--- src/assert_macros.svh ---
// assertion helpers used by the column fill core
`ifndef ASSERT_MACROS_SVH
`define ASSERT_MACROS_SVH

`ifndef SYNTHESIS

// property must hold at every rising clock edge outside reset
`define RMCF_ASSERT(label, clk, rst, prop, msg) \
  label: assert property (@(posedge clk) disable iff (rst) prop) else $error(msg);

// condition must never be seen outside reset
`define RMCF_ASSERT_NEVER(label, clk, rst, cond, msg) \
  label: assert property (@(posedge clk) disable iff (rst) !(cond)) else $error(msg);

`else

`define RMCF_ASSERT(label, clk, rst, prop, msg)
`define RMCF_ASSERT_NEVER(label, clk, rst, cond, msg)

`endif

`endif

--- src/rmcf_pkg.sv ---
package rmcf_pkg;

  localparam int ROW_W     = 6;
  localparam int COL_W     = 10;
  localparam int CNT_W     = 11;
  localparam int CHAR_W    = 8;
  localparam int MAX_QUERY = 63;
  localparam int MAX_REF   = 1024;

  localparam logic [CHAR_W-1:0] UPCASE_MASK = 8'hDF;

  // request commands
  localparam logic [1:0] CMD_START = 2'd0;
  localparam logic [1:0] CMD_LOAD  = 2'd1;
  localparam logic [1:0] CMD_STEP  = 2'd2;

  // direction codes
  localparam logic [1:0] DIR_UP   = 2'd0;
  localparam logic [1:0] DIR_LEFT = 2'd1;
  localparam logic [1:0] DIR_DIAG = 2'd2;
  localparam logic [1:0] DIR_JUMP = 2'd3;

  // register indexes
  localparam logic [2:0] REG_MATCH     = 3'd0;
  localparam logic [2:0] REG_MISMATCH  = 3'd1;
  localparam logic [2:0] REG_GAP       = 3'd2;
  localparam logic [2:0] REG_THRESHOLD = 3'd3;
  localparam logic [2:0] REG_QLEN      = 3'd4;

  typedef struct packed {
    logic [1:0]       dir;
    logic [ROW_W-1:0] jrow;
    logic [COL_W-1:0] jcol;
  } jump_info_t;

endpackage

--- src/rmcf_query_mem.sv ---
module rmcf_query_mem
  import rmcf_pkg::*;
(
  input  logic              clk,
  input  logic              wr_en,
  input  logic [ROW_W-1:0]  wr_addr,
  input  logic [CHAR_W-1:0] wr_data,
  input  logic              rd_en,
  input  logic [ROW_W-1:0]  rd_addr,
  output logic [CHAR_W-1:0] rd_data
);

  logic [CHAR_W-1:0] mem [0:MAX_QUERY-1];

  always_ff @(posedge clk) begin
    if (wr_en && (wr_addr < ROW_W'(MAX_QUERY))) begin
      mem[wr_addr] <= wr_data;
    end
    // address past the store only comes up on the spare read after the last row
    if (rd_en && (rd_addr < ROW_W'(MAX_QUERY))) begin
      rd_data <= mem[rd_addr];
    end
  end

endmodule

--- src/rmcf_col_mem.sv ---
module rmcf_col_mem
  import rmcf_pkg::*;
#(
  parameter int SB = 16
) (
  input  logic             clk,
  input  logic             rst,
  input  logic             clear,
  input  logic             wr_en,
  input  logic [ROW_W-1:0] wr_addr,
  input  logic [SB-1:0]    wr_data,
  input  logic             rd_en,
  input  logic [ROW_W-1:0] rd_addr,
  output logic [SB-1:0]    rd_data
);

  localparam int DEPTH = MAX_QUERY + 1;

  logic [SB-1:0]    mem [0:DEPTH-1];
  logic [DEPTH-1:0] valid;
  logic [SB-1:0]    data_q;
  logic             valid_q;

  // valid bits make a cleared entry read as zero
  always_ff @(posedge clk) begin
    if (rst || clear) begin
      valid <= '0;
    end else if (wr_en) begin
      valid[wr_addr] <= 1'b1;
    end
  end

  always_ff @(posedge clk) begin
    if (wr_en) begin
      mem[wr_addr] <= wr_data;
    end
    if (rd_en) begin
      data_q  <= mem[rd_addr];
      valid_q <= valid[rd_addr];
    end
  end

  assign rd_data = valid_q ? data_q : '0;

endmodule

--- src/rmcf_cell.sv ---
module rmcf_cell
  import rmcf_pkg::*;
#(
  parameter int SB = 16
) (
  input  logic [SB-1:0]     prev_diag,
  input  logic [SB-1:0]     prev_left,
  input  logic [SB-1:0]     cur_up,
  input  logic [SB-1:0]     cur_jump,
  input  logic [CHAR_W-1:0] query_char,
  input  logic [CHAR_W-1:0] ref_char,
  input  logic [3:0]        match_score,
  input  logic [4:0]        mismatch_score,
  input  logic [4:0]        gap_score,
  input  jump_info_t        row0_info,
  output logic [SB-1:0]     cell_score,
  output jump_info_t        cell_info
);

  localparam int EW = SB + 2;

  logic signed [EW-1:0] sub, gap, diag, up, left, jmp, mx;

  always_comb begin
    if ((query_char & UPCASE_MASK) == ref_char) begin
      sub = signed'({{(EW-4){1'b0}}, match_score});
    end else begin
      sub = signed'({{(EW-5){mismatch_score[4]}}, mismatch_score});
    end
    gap  = signed'({{(EW-5){gap_score[4]}}, gap_score});
    diag = signed'({2'b00, prev_diag}) + sub;
    up   = signed'({2'b00, cur_up}) + gap;
    left = signed'({2'b00, prev_left}) + gap;
    jmp  = signed'({2'b00, cur_jump});

    mx = diag;
    if (up > mx) mx = up;
    if (left > mx) mx = left;
    if (jmp > mx) mx = jmp;

    // ties: diagonal, then jump row, then up, then left
    cell_info = '0;
    if (diag == mx) begin
      cell_info.dir = DIR_DIAG;
    end else if (jmp == mx) begin
      cell_info = row0_info;
    end else if (up == mx) begin
      cell_info.dir = DIR_UP;
    end else begin
      cell_info.dir = DIR_LEFT;
    end

    // never below the jump row score, so only the top needs a clamp
    if (mx[EW-1:SB] != 2'b00) begin
      cell_score = '1;
    end else begin
      cell_score = mx[SB-1:0];
    end
  end

endmodule

--- src/repeat_match_column_fill_core.sv ---
// reference request: busy through the scan, decide and fill states (len = query_length); the next one waits until idle;
//   row 0 result registered from the decide state, rows 1..len on the following cycles
// the single read port of the column memory is walked twice per column (max scan, fill)
// start and load requests leave the block idle and give no result
// rst is synchronous: config back to defaults, column store reads as zero, query store kept
// results are one-cycle strobes; the receiver cannot stall
`include "assert_macros.svh"

module repeat_match_column_fill_core
  import rmcf_pkg::*;
#(
  parameter int SCORE_BITS = 16
) (
  input  logic                  clk,
  input  logic                  rst,
  // configuration port
  input  logic                  psel,
  input  logic                  penable,
  input  logic                  pwrite,
  input  logic [4:0]            paddr,
  input  logic [31:0]           pwdata,
  output logic [31:0]           prdata,
  output logic                  pready,
  // request side
  input  logic                  start,
  output logic                  busy,
  input  logic [1:0]            command,
  input  logic [ROW_W-1:0]      query_index,
  input  logic [CHAR_W-1:0]     char_value,
  // result side
  output logic                  strobe,
  output logic [ROW_W-1:0]      row,
  output logic [SCORE_BITS-1:0] score,
  output logic [1:0]            direction,
  output logic [ROW_W-1:0]      jump_row,
  output logic [COL_W-1:0]      jump_col,
  output logic                  last
);

  localparam int SB = SCORE_BITS;
  localparam int EW = SB + 2;

  // sequencer states
  localparam logic [1:0] ST_IDLE   = 2'd0;
  localparam logic [1:0] ST_SCAN   = 2'd1;
  localparam logic [1:0] ST_DECIDE = 2'd2;
  localparam logic [1:0] ST_FILL   = 2'd3;

  // configuration registers
  logic [3:0]       match_score;
  logic [4:0]       mismatch_score;
  logic [4:0]       gap_score;
  logic [7:0]       jump_threshold;
  logic [ROW_W-1:0] query_length;

  logic cfg_write;

  assign pready    = 1'b1;
  assign cfg_write = psel && penable && pwrite && pready;

  always_ff @(posedge clk) begin
    if (rst) begin
      match_score    <= 4'd4;
      mismatch_score <= 5'h1C;
      gap_score      <= 5'h1C;
      jump_threshold <= 8'd20;
      query_length   <= 6'd1;
    end else if (cfg_write) begin
      case (paddr[4:2])
        REG_MATCH:     match_score    <= pwdata[3:0];
        REG_MISMATCH:  mismatch_score <= pwdata[4:0];
        REG_GAP:       gap_score      <= pwdata[4:0];
        REG_THRESHOLD: jump_threshold <= pwdata[7:0];
        REG_QLEN:      query_length   <= pwdata[ROW_W-1:0];
        default: ;
      endcase
    end
  end

  always_comb begin
    case (paddr[4:2])
      REG_MATCH:     prdata = {28'b0, match_score};
      REG_MISMATCH:  prdata = {27'b0, mismatch_score};
      REG_GAP:       prdata = {27'b0, gap_score};
      REG_THRESHOLD: prdata = {24'b0, jump_threshold};
      REG_QLEN:      prdata = {26'b0, query_length};
      default:       prdata = '0;
    endcase
  end

  // sequencer registers
  logic [1:0]       state;
  logic [ROW_W-1:0] scan_cnt;      // next row whose read goes out during the scan
  logic             scan_issued;   // every read of the scan has gone out
  logic             ret_vld;       // scan read data arrives this cycle
  logic [ROW_W-1:0] ret_row;
  logic [ROW_W-1:0] len_q;
  logic [ROW_W-1:0] fill_row;
  logic [CNT_W-1:0] col_counter;
  jump_info_t       row0_info;

  // datapath registers
  logic [SB-1:0]     max_val;
  logic [ROW_W-1:0]  max_row;
  logic [SB-1:0]     prev0;
  logic [SB-1:0]     prev_im1;     // previous column, row above the current one
  logic [SB-1:0]     cur_prev;     // current column, row above the current one
  logic [SB-1:0]     row0_score;
  logic [CHAR_W-1:0] ref_char;

  logic accept;
  logic step_ok;

  assign busy    = (state != ST_IDLE);
  assign accept  = start && !busy;
  assign step_ok = (command == CMD_STEP) && (col_counter < CNT_W'(MAX_REF));

  // memory ports
  logic             col_clear;
  logic             col_wr_en;
  logic [ROW_W-1:0] col_wr_addr;
  logic [SB-1:0]    col_wr_data;
  logic             col_rd_en;
  logic [ROW_W-1:0] col_rd_addr;
  logic [SB-1:0]    col_rd_data;
  logic             q_wr_en;
  logic             q_rd_en;
  logic [ROW_W-1:0] q_rd_addr;
  logic [CHAR_W-1:0] q_rd_data;

  // row 0 decision
  logic signed [EW-1:0] best;
  logic                 take_jump;
  logic [SB-1:0]        cur0;
  jump_info_t           decide_info;

  always_comb begin
    best      = signed'({2'b00, max_val}) - signed'({{(EW-8){1'b0}}, jump_threshold});
    take_jump = best >= signed'({2'b00, prev0});
    if (take_jump) begin
      cur0             = best[SB-1:0];
      decide_info.dir  = DIR_JUMP;
      decide_info.jrow = max_row;
      decide_info.jcol = col_counter[COL_W-1:0];
    end else begin
      cur0        = prev0;
      decide_info = '0;
      decide_info.dir = DIR_LEFT;
    end
  end

  // cell for rows 1..len
  logic [SB-1:0] cell_score;
  jump_info_t    cell_info;

  rmcf_cell #(
    .SB(SB)
  ) u_cell (
    .prev_diag      (prev_im1),
    .prev_left      (col_rd_data),
    .cur_up         (cur_prev),
    .cur_jump       (row0_score),
    .query_char     (q_rd_data),
    .ref_char       (ref_char),
    .match_score    (match_score),
    .mismatch_score (mismatch_score),
    .gap_score      (gap_score),
    .row0_info      (row0_info),
    .cell_score     (cell_score),
    .cell_info      (cell_info)
  );

  // memory access per state: the fill reads row i+1 while writing row i back
  always_comb begin
    col_clear   = accept && (command == CMD_START);
    q_wr_en     = accept && (command == CMD_LOAD);
    col_wr_en   = 1'b0;
    col_wr_addr = '0;
    col_wr_data = '0;
    col_rd_en   = 1'b0;
    col_rd_addr = '0;
    q_rd_en     = 1'b0;
    q_rd_addr   = '0;
    case (state)
      ST_SCAN: begin
        col_rd_en   = !scan_issued;
        col_rd_addr = scan_cnt;
      end
      ST_DECIDE: begin
        col_wr_en   = 1'b1;
        col_wr_data = cur0;
        col_rd_en   = 1'b1;
        col_rd_addr = ROW_W'(1);
        q_rd_en     = 1'b1;
      end
      ST_FILL: begin
        col_wr_en   = 1'b1;
        col_wr_addr = fill_row;
        col_wr_data = cell_score;
        col_rd_en   = 1'b1;
        col_rd_addr = fill_row + ROW_W'(1);
        q_rd_en     = 1'b1;
        q_rd_addr   = fill_row;
      end
      default: ;
    endcase
  end

  rmcf_col_mem #(
    .SB(SB)
  ) u_col_mem (
    .clk     (clk),
    .rst     (rst),
    .clear   (col_clear),
    .wr_en   (col_wr_en),
    .wr_addr (col_wr_addr),
    .wr_data (col_wr_data),
    .rd_en   (col_rd_en),
    .rd_addr (col_rd_addr),
    .rd_data (col_rd_data)
  );

  rmcf_query_mem u_query_mem (
    .clk     (clk),
    .wr_en   (q_wr_en),
    .wr_addr (query_index),
    .wr_data (char_value),
    .rd_en   (q_rd_en),
    .rd_addr (q_rd_addr),
    .rd_data (q_rd_data)
  );

  // control
  always_ff @(posedge clk) begin
    if (rst) begin
      state       <= ST_IDLE;
      scan_cnt    <= '0;
      scan_issued <= 1'b0;
      ret_vld     <= 1'b0;
      fill_row    <= '0;
      col_counter <= '0;
      row0_info   <= '0;
      strobe      <= 1'b0;
    end else begin
      strobe  <= 1'b0;
      ret_vld <= (state == ST_SCAN) && !scan_issued;
      case (state)
        ST_IDLE: begin
          if (accept && (command == CMD_START)) begin
            col_counter <= '0;
            row0_info   <= '0;
          end
          if (accept && step_ok) begin
            state       <= ST_SCAN;
            scan_cnt    <= '0;
            scan_issued <= 1'b0;
          end
        end
        ST_SCAN: begin
          if (!scan_issued) begin
            scan_cnt <= scan_cnt + ROW_W'(1);
            if (scan_cnt == len_q) scan_issued <= 1'b1;
          end
          if (ret_vld && (ret_row == len_q)) state <= ST_DECIDE;
        end
        ST_DECIDE: begin
          strobe      <= 1'b1;
          row0_info   <= decide_info;
          col_counter <= col_counter + CNT_W'(1);
          fill_row    <= ROW_W'(1);
          state       <= (len_q == '0) ? ST_IDLE : ST_FILL;
        end
        ST_FILL: begin
          strobe <= 1'b1;
          if (fill_row == len_q) begin
            state <= ST_IDLE;
          end else begin
            fill_row <= fill_row + ROW_W'(1);
          end
        end
        default: state <= ST_IDLE;
      endcase
    end
  end

  // datapath and result registers
  always_ff @(posedge clk) begin
    ret_row <= scan_cnt;
    if (accept && step_ok) begin
      ref_char <= char_value & UPCASE_MASK;
      max_val  <= '0;
      max_row  <= '0;
      len_q    <= (query_length > ROW_W'(MAX_QUERY)) ? ROW_W'(MAX_QUERY) : query_length;
    end
    // running maximum, later rows win ties
    if ((state == ST_SCAN) && ret_vld) begin
      if (ret_row == '0) prev0 <= col_rd_data;
      if (col_rd_data >= max_val) begin
        max_val <= col_rd_data;
        max_row <= ret_row;
      end
    end
    case (state)
      ST_DECIDE: begin
        row0_score <= cur0;
        cur_prev   <= cur0;
        prev_im1   <= prev0;
        row        <= '0;
        score      <= cur0;
        direction  <= decide_info.dir;
        jump_row   <= decide_info.jrow;
        jump_col   <= decide_info.jcol;
        last       <= (len_q == '0);
      end
      ST_FILL: begin
        cur_prev  <= cell_score;
        prev_im1  <= col_rd_data;
        row       <= fill_row;
        score     <= cell_score;
        direction <= cell_info.dir;
        jump_row  <= cell_info.jrow;
        jump_col  <= cell_info.jcol;
        last      <= (fill_row == len_q);
      end
      default: ;
    endcase
  end

  // checks
  `RMCF_ASSERT(a_strobe_src, clk, rst, strobe |-> $past(state == ST_DECIDE || state == ST_FILL), "result without a decide or fill cycle")
  `RMCF_ASSERT(a_last_idle, clk, rst, (strobe && last) |-> !busy, "still busy after the last row")
  `RMCF_ASSERT(a_row_seq, clk, rst, (strobe && !last) |=> (strobe && (row == $past(row) + ROW_W'(1))), "rows not back to back")
  `RMCF_ASSERT_NEVER(a_col_clash, clk, rst, col_wr_en && col_rd_en && (col_wr_addr == col_rd_addr), "column read and write hit one row")

endmodule

--- config.mk ---
export PLATFORM = sky130hd
export DESIGN_NAME = repeat_match_column_fill_core
export DESIGN_NICKNAME = d
export VERILOG_FILES = /design/src/rmcf_pkg.sv /design/src/rmcf_query_mem.sv /design/src/rmcf_col_mem.sv /design/src/rmcf_cell.sv /design/src/repeat_match_column_fill_core.sv
export VERILOG_INCLUDE_DIRS = /design/src /design/src/src
export SDC_FILE = /design/constraint.sdc
export NUM_CORES = 2
export LEC_CHECK = 0
export ABC_AREA = 1
export BUFFER_PORTS_ARGS = -buffer_cell sky130_fd_sc_hd__buf_2
export CAP_MARGIN = 20
export CORE_ASPECT_RATIO = 0.6
export CORE_UTILIZATION = 30
export CTS_BUF_LIST = sky130_fd_sc_hd__clkbuf_4
export CTS_CLUSTER_DIAMETER = 30
export DETAILED_ROUTE_END_ITERATION = 16
export SYNTH_ARGS = -nofsm -noshare
export SYNTH_HDL_FRONTEND = slang
export SYNTH_SLANG_ARGS = --single-unit
--- constraint.sdc ---
create_clock -name clk -period 20.2 [get_ports clk]
set_input_delay 3.03 -clock clk [delete_from_list [all_inputs] [get_ports clk]]
set_output_delay 3.03 -clock clk [all_outputs]
set_load 0.01 [all_outputs]
==> out/metrics.csv <==
stage;metric;value;unit
timing;timing.final.crit_share;72.9;%
synthesis;yosys.area_share.simple;12.2;%
global_routing;antenna_found_initial;19;
synthesis;synth_area;75100;um2
synthesis;yosysSeqAreaShare;68.0;%
synthesis;ys.flop_type;edfxtp_1;
placement;place_hpwl;143000;um
floorplanning;ios;135;
synthesis;synth_cell_types;66;
global_routing;grt_pass1_vias;49971;
worst_setup_path;cp_data_required_time;21030;ps
worst_setup_path;path_class;reg2reg;
clock_tree;cts_tree;yes;
clock_tree;cts_buffer_depth;4;
synthesis;async_flop_share;0;%
synthesis;muxShareOfSynthArea;0;%
worst_hold_path;worstHoldPathType;reg2reg;
route;initialDrtViolationCount;7250;
route;wl_per_cell;22.4;um
route;postRouteAntennaNets;0;
worst_setup_path;slowest_stage;nor4_1;
route;dr.pass1.iters;6;
timing;fmax;67.9;MHz
floorplanning;dieArea;252000;um2
placement;port_buffers;82;
power_and_ir_drop;powerDensity;86.4;nW/um2
floorplanning;rows;141;
flow_run;cap_violations;0;
power_and_ir_drop;p_leak;28.7;nW
worst_setup_path;path_common_cell;nand2_1;
synthesis;synth_edf_count;1591;
clock_tree;clk_pin_slew_worst_paths;80;ps
floorplanning;die_w;648;um
worst_setup_path;cp-start-kind;flop;
global_routing;grt_pass1_wl;333000;um
timing;relSlewSlack;16.4;%
route;drt_wl_total;231000;um
floorplanning;die_y;390;um
route;vias;54128;
timing;rsz0062_at_grt;no;
timing;fin_worst_skew;135;ps
synthesis;syn_avg_cell_area;11.7;um2
global_routing;grt_usage;17.6;%
placement;globalplace.congestion;0.923;
timing;setup-tns-final;0;ps
clock_tree;htreeDepth;5;
synthesis;synth_compound_area_share;12.6;%
route;drc_errors;0;
floorplanning;core_area;248000;um2
status;status;finished, final reports clean;
worst_setup_path;crit_fanout;49;
synthesis;synthCells;6415;
route;via_per_inst;5.27;
finish;area_growth;13.0;%
synthesis;ys_warn_count;0;
power_and_ir_drop;power.total;7.33;mW
clock_tree;cts_root_buf;clkbuf_4;
timing;finalSetupViolCount;0;
global_routing;grt_remaining_overflow;0;
global_routing;grt_max_degree;190;
finish;finalNetCount;6866;
synthesis;synth_top_family_by_area;compound AO/OA/AOI/OAI gates;
finish;mostFrequentLayoutCells;edfxtp_1 (1,591), nor2_1 (922), o21ai_0 (718);
clock_tree;cts_setup_buffers;0;
placement;placed_area;79700;um2
clock_tree;hold_buffers;0;
timing;slew_viol_final;0;
synthesis;synthAdderAreaFrac;2.22;%
finish;final_cell_area;84900;um2
clock_tree;cts_buffers;387;
finish;final_common_cell;edfxtp_1;
clock_tree;insertion_delay;1220;ps
synthesis;synth_seq_cells;1757;
finish;multi_input_area;21300;um2
timing;timing.final.crit_period;14740;ps
worst_setup_path;crit_family;simple AND/OR/NAND/NOR gates;
worst_setup_path;slowest_delay;730;ps
worst_setup_path;endpoint_kind;flop;
timing;max_slew.worst_pin.slew;1240;ps
synthesis;yosys.area_share.xor_xnor;0.793;%
floorplanning;initial_core_util;30.3;%
clock_tree;cts.sinks;1757;
timing;finalHoldViolCount;0;
power_and_ir_drop;peakVddDrop;43.8;uV
finish;n_fill_cell;24307;
worst_setup_path;crit_buf_inv;10;
clock_tree;cts_resized;0;
finish;seqCellArea;51100;um2
worst_setup_path;crit_arrival;15560;ps
finish;drive_gt1_share;14.2;%
==> cell usage after synthesis (16+ instances only) <==
cell | number | share of area (%)
nor3_1 | 22 | 0.15
edfxtp_1 | 1591 | 64
o221ai_1 | 137 | 1.6
buf_4 | 28 | 0.28
inv_1 | 370 | 1.8
clkbuf_1 | 324 | 1.6
nand3_1 | 343 | 2.3
nand3_2 | 16 | 0.21
nand2_1 | 662 | 3.3
dfxtp_1 | 166 | 4.4
nor2_1 | 950 | 4.7
nand4_1 | 107 | 0.89
a221oi_1 | 84 | 0.98
o22ai_1 | 142 | 1.2
o211ai_1 | 153 | 1.5
o21ai_0 | 735 | 4.9
a21oi_1 | 108 | 0.72
a22o_1 | 51 | 0.59
xor2_1 | 59 | 0.69
ha_1 | 127 | 2.1
==> sequential cells by signal, summed over array words and instances, names as in the netlist, 7 cells and up <==
signal	cells
u_col_mem.data_q	16
cur_prev	16
col_counter	11
row0_score	16
u_query_mem.rd_data	7
prev0	16
jump_threshold	8
max_val	16
row0_info	18
jump_col	10
ref_char	7
prev_im1	16
u_col_mem.mem	1024
u_query_mem.mem	441
u_col_mem.valid	64
==> kinds of logic (layout without fill, tap and decap cells) <==
kind of cell	count (synthesis)	after routing
simple gates	2159	2159
buf+inv	778	1307
other cells	2	44
flops	1757	1757
fa+ha+maj	131	131
compound gates	1520	1520
xor+xnor	68	68
==> worst register-to-register path, delay by kind of cell, from the launching register on <==
kind | cells | cell delay (ps)
simple gates | 44 | 7490
compound gates | 14 | 3320
buf+inv | 10 | 1480
fa+ha+maj | 4 | 1310
xor+xnor | 1 | 420
flops | 1 | 400
==> metrics by stage <==
step	hold WS, ps	setup WS [ps]	util, %	cells
3_5_place_dp	374	6240	32.2	9571
2_1_floorplan	351	10290	-	6438
5_1_grt	410	4790	34.3	10267
3_3_place_gp	370	6210	32.1	9564
6_report	389	5460	34.3	10275
4_1_cts	393	6150	34.2	10251
==> metal layers <==
metal,GRT usage [%],vias to the layer above,share of wire (%)
met5,0,-,0.020
met4,4.46,6,1.7
met3,6.15,298,14
met2,22.6,2968,39
met1,27.5,26565,46
li1,-,24291,-
==> cell type report <==
type | count | share of cell area [%]
Clock buffer | 608 | 5.38
Timing Repair Buffer | 234 | 2.02
Antenna cell | 19 | 0.0560
Multi-Input combinational cell | 3903 | 25.1
Clock inverter | 72 | 0.612
Tap cell | 3289 | 4.85
Sequential cell | 1757 | 60.2
Inverter | 393 | 1.76
==> final timing paths <==
kind / from / to / slack (ps) / cells past startpoint
max: u_query_mem.rd_data[4] / direction[0] / 5460 / 73
min: scan_cnt[4] / ret_row[4] / 390 / 0
max reg2reg: u_query_mem.rd_data[4] / direction[0] / 5460 / 73
min reg2reg: scan_cnt[4] / ret_row[4] / 390 / 0
==> where the power goes <==
group	switching (mW)	total, mW	leakage [nW]	internal (mW)
clock network	1.42	2.89	3.05	1.46
registers	0.00795	3.94	15.4	3.94
logic	0.372	0.501	10.3	0.128
total	1.81	7.33	28.7	5.53
Power figures use the tool's default switching activity.
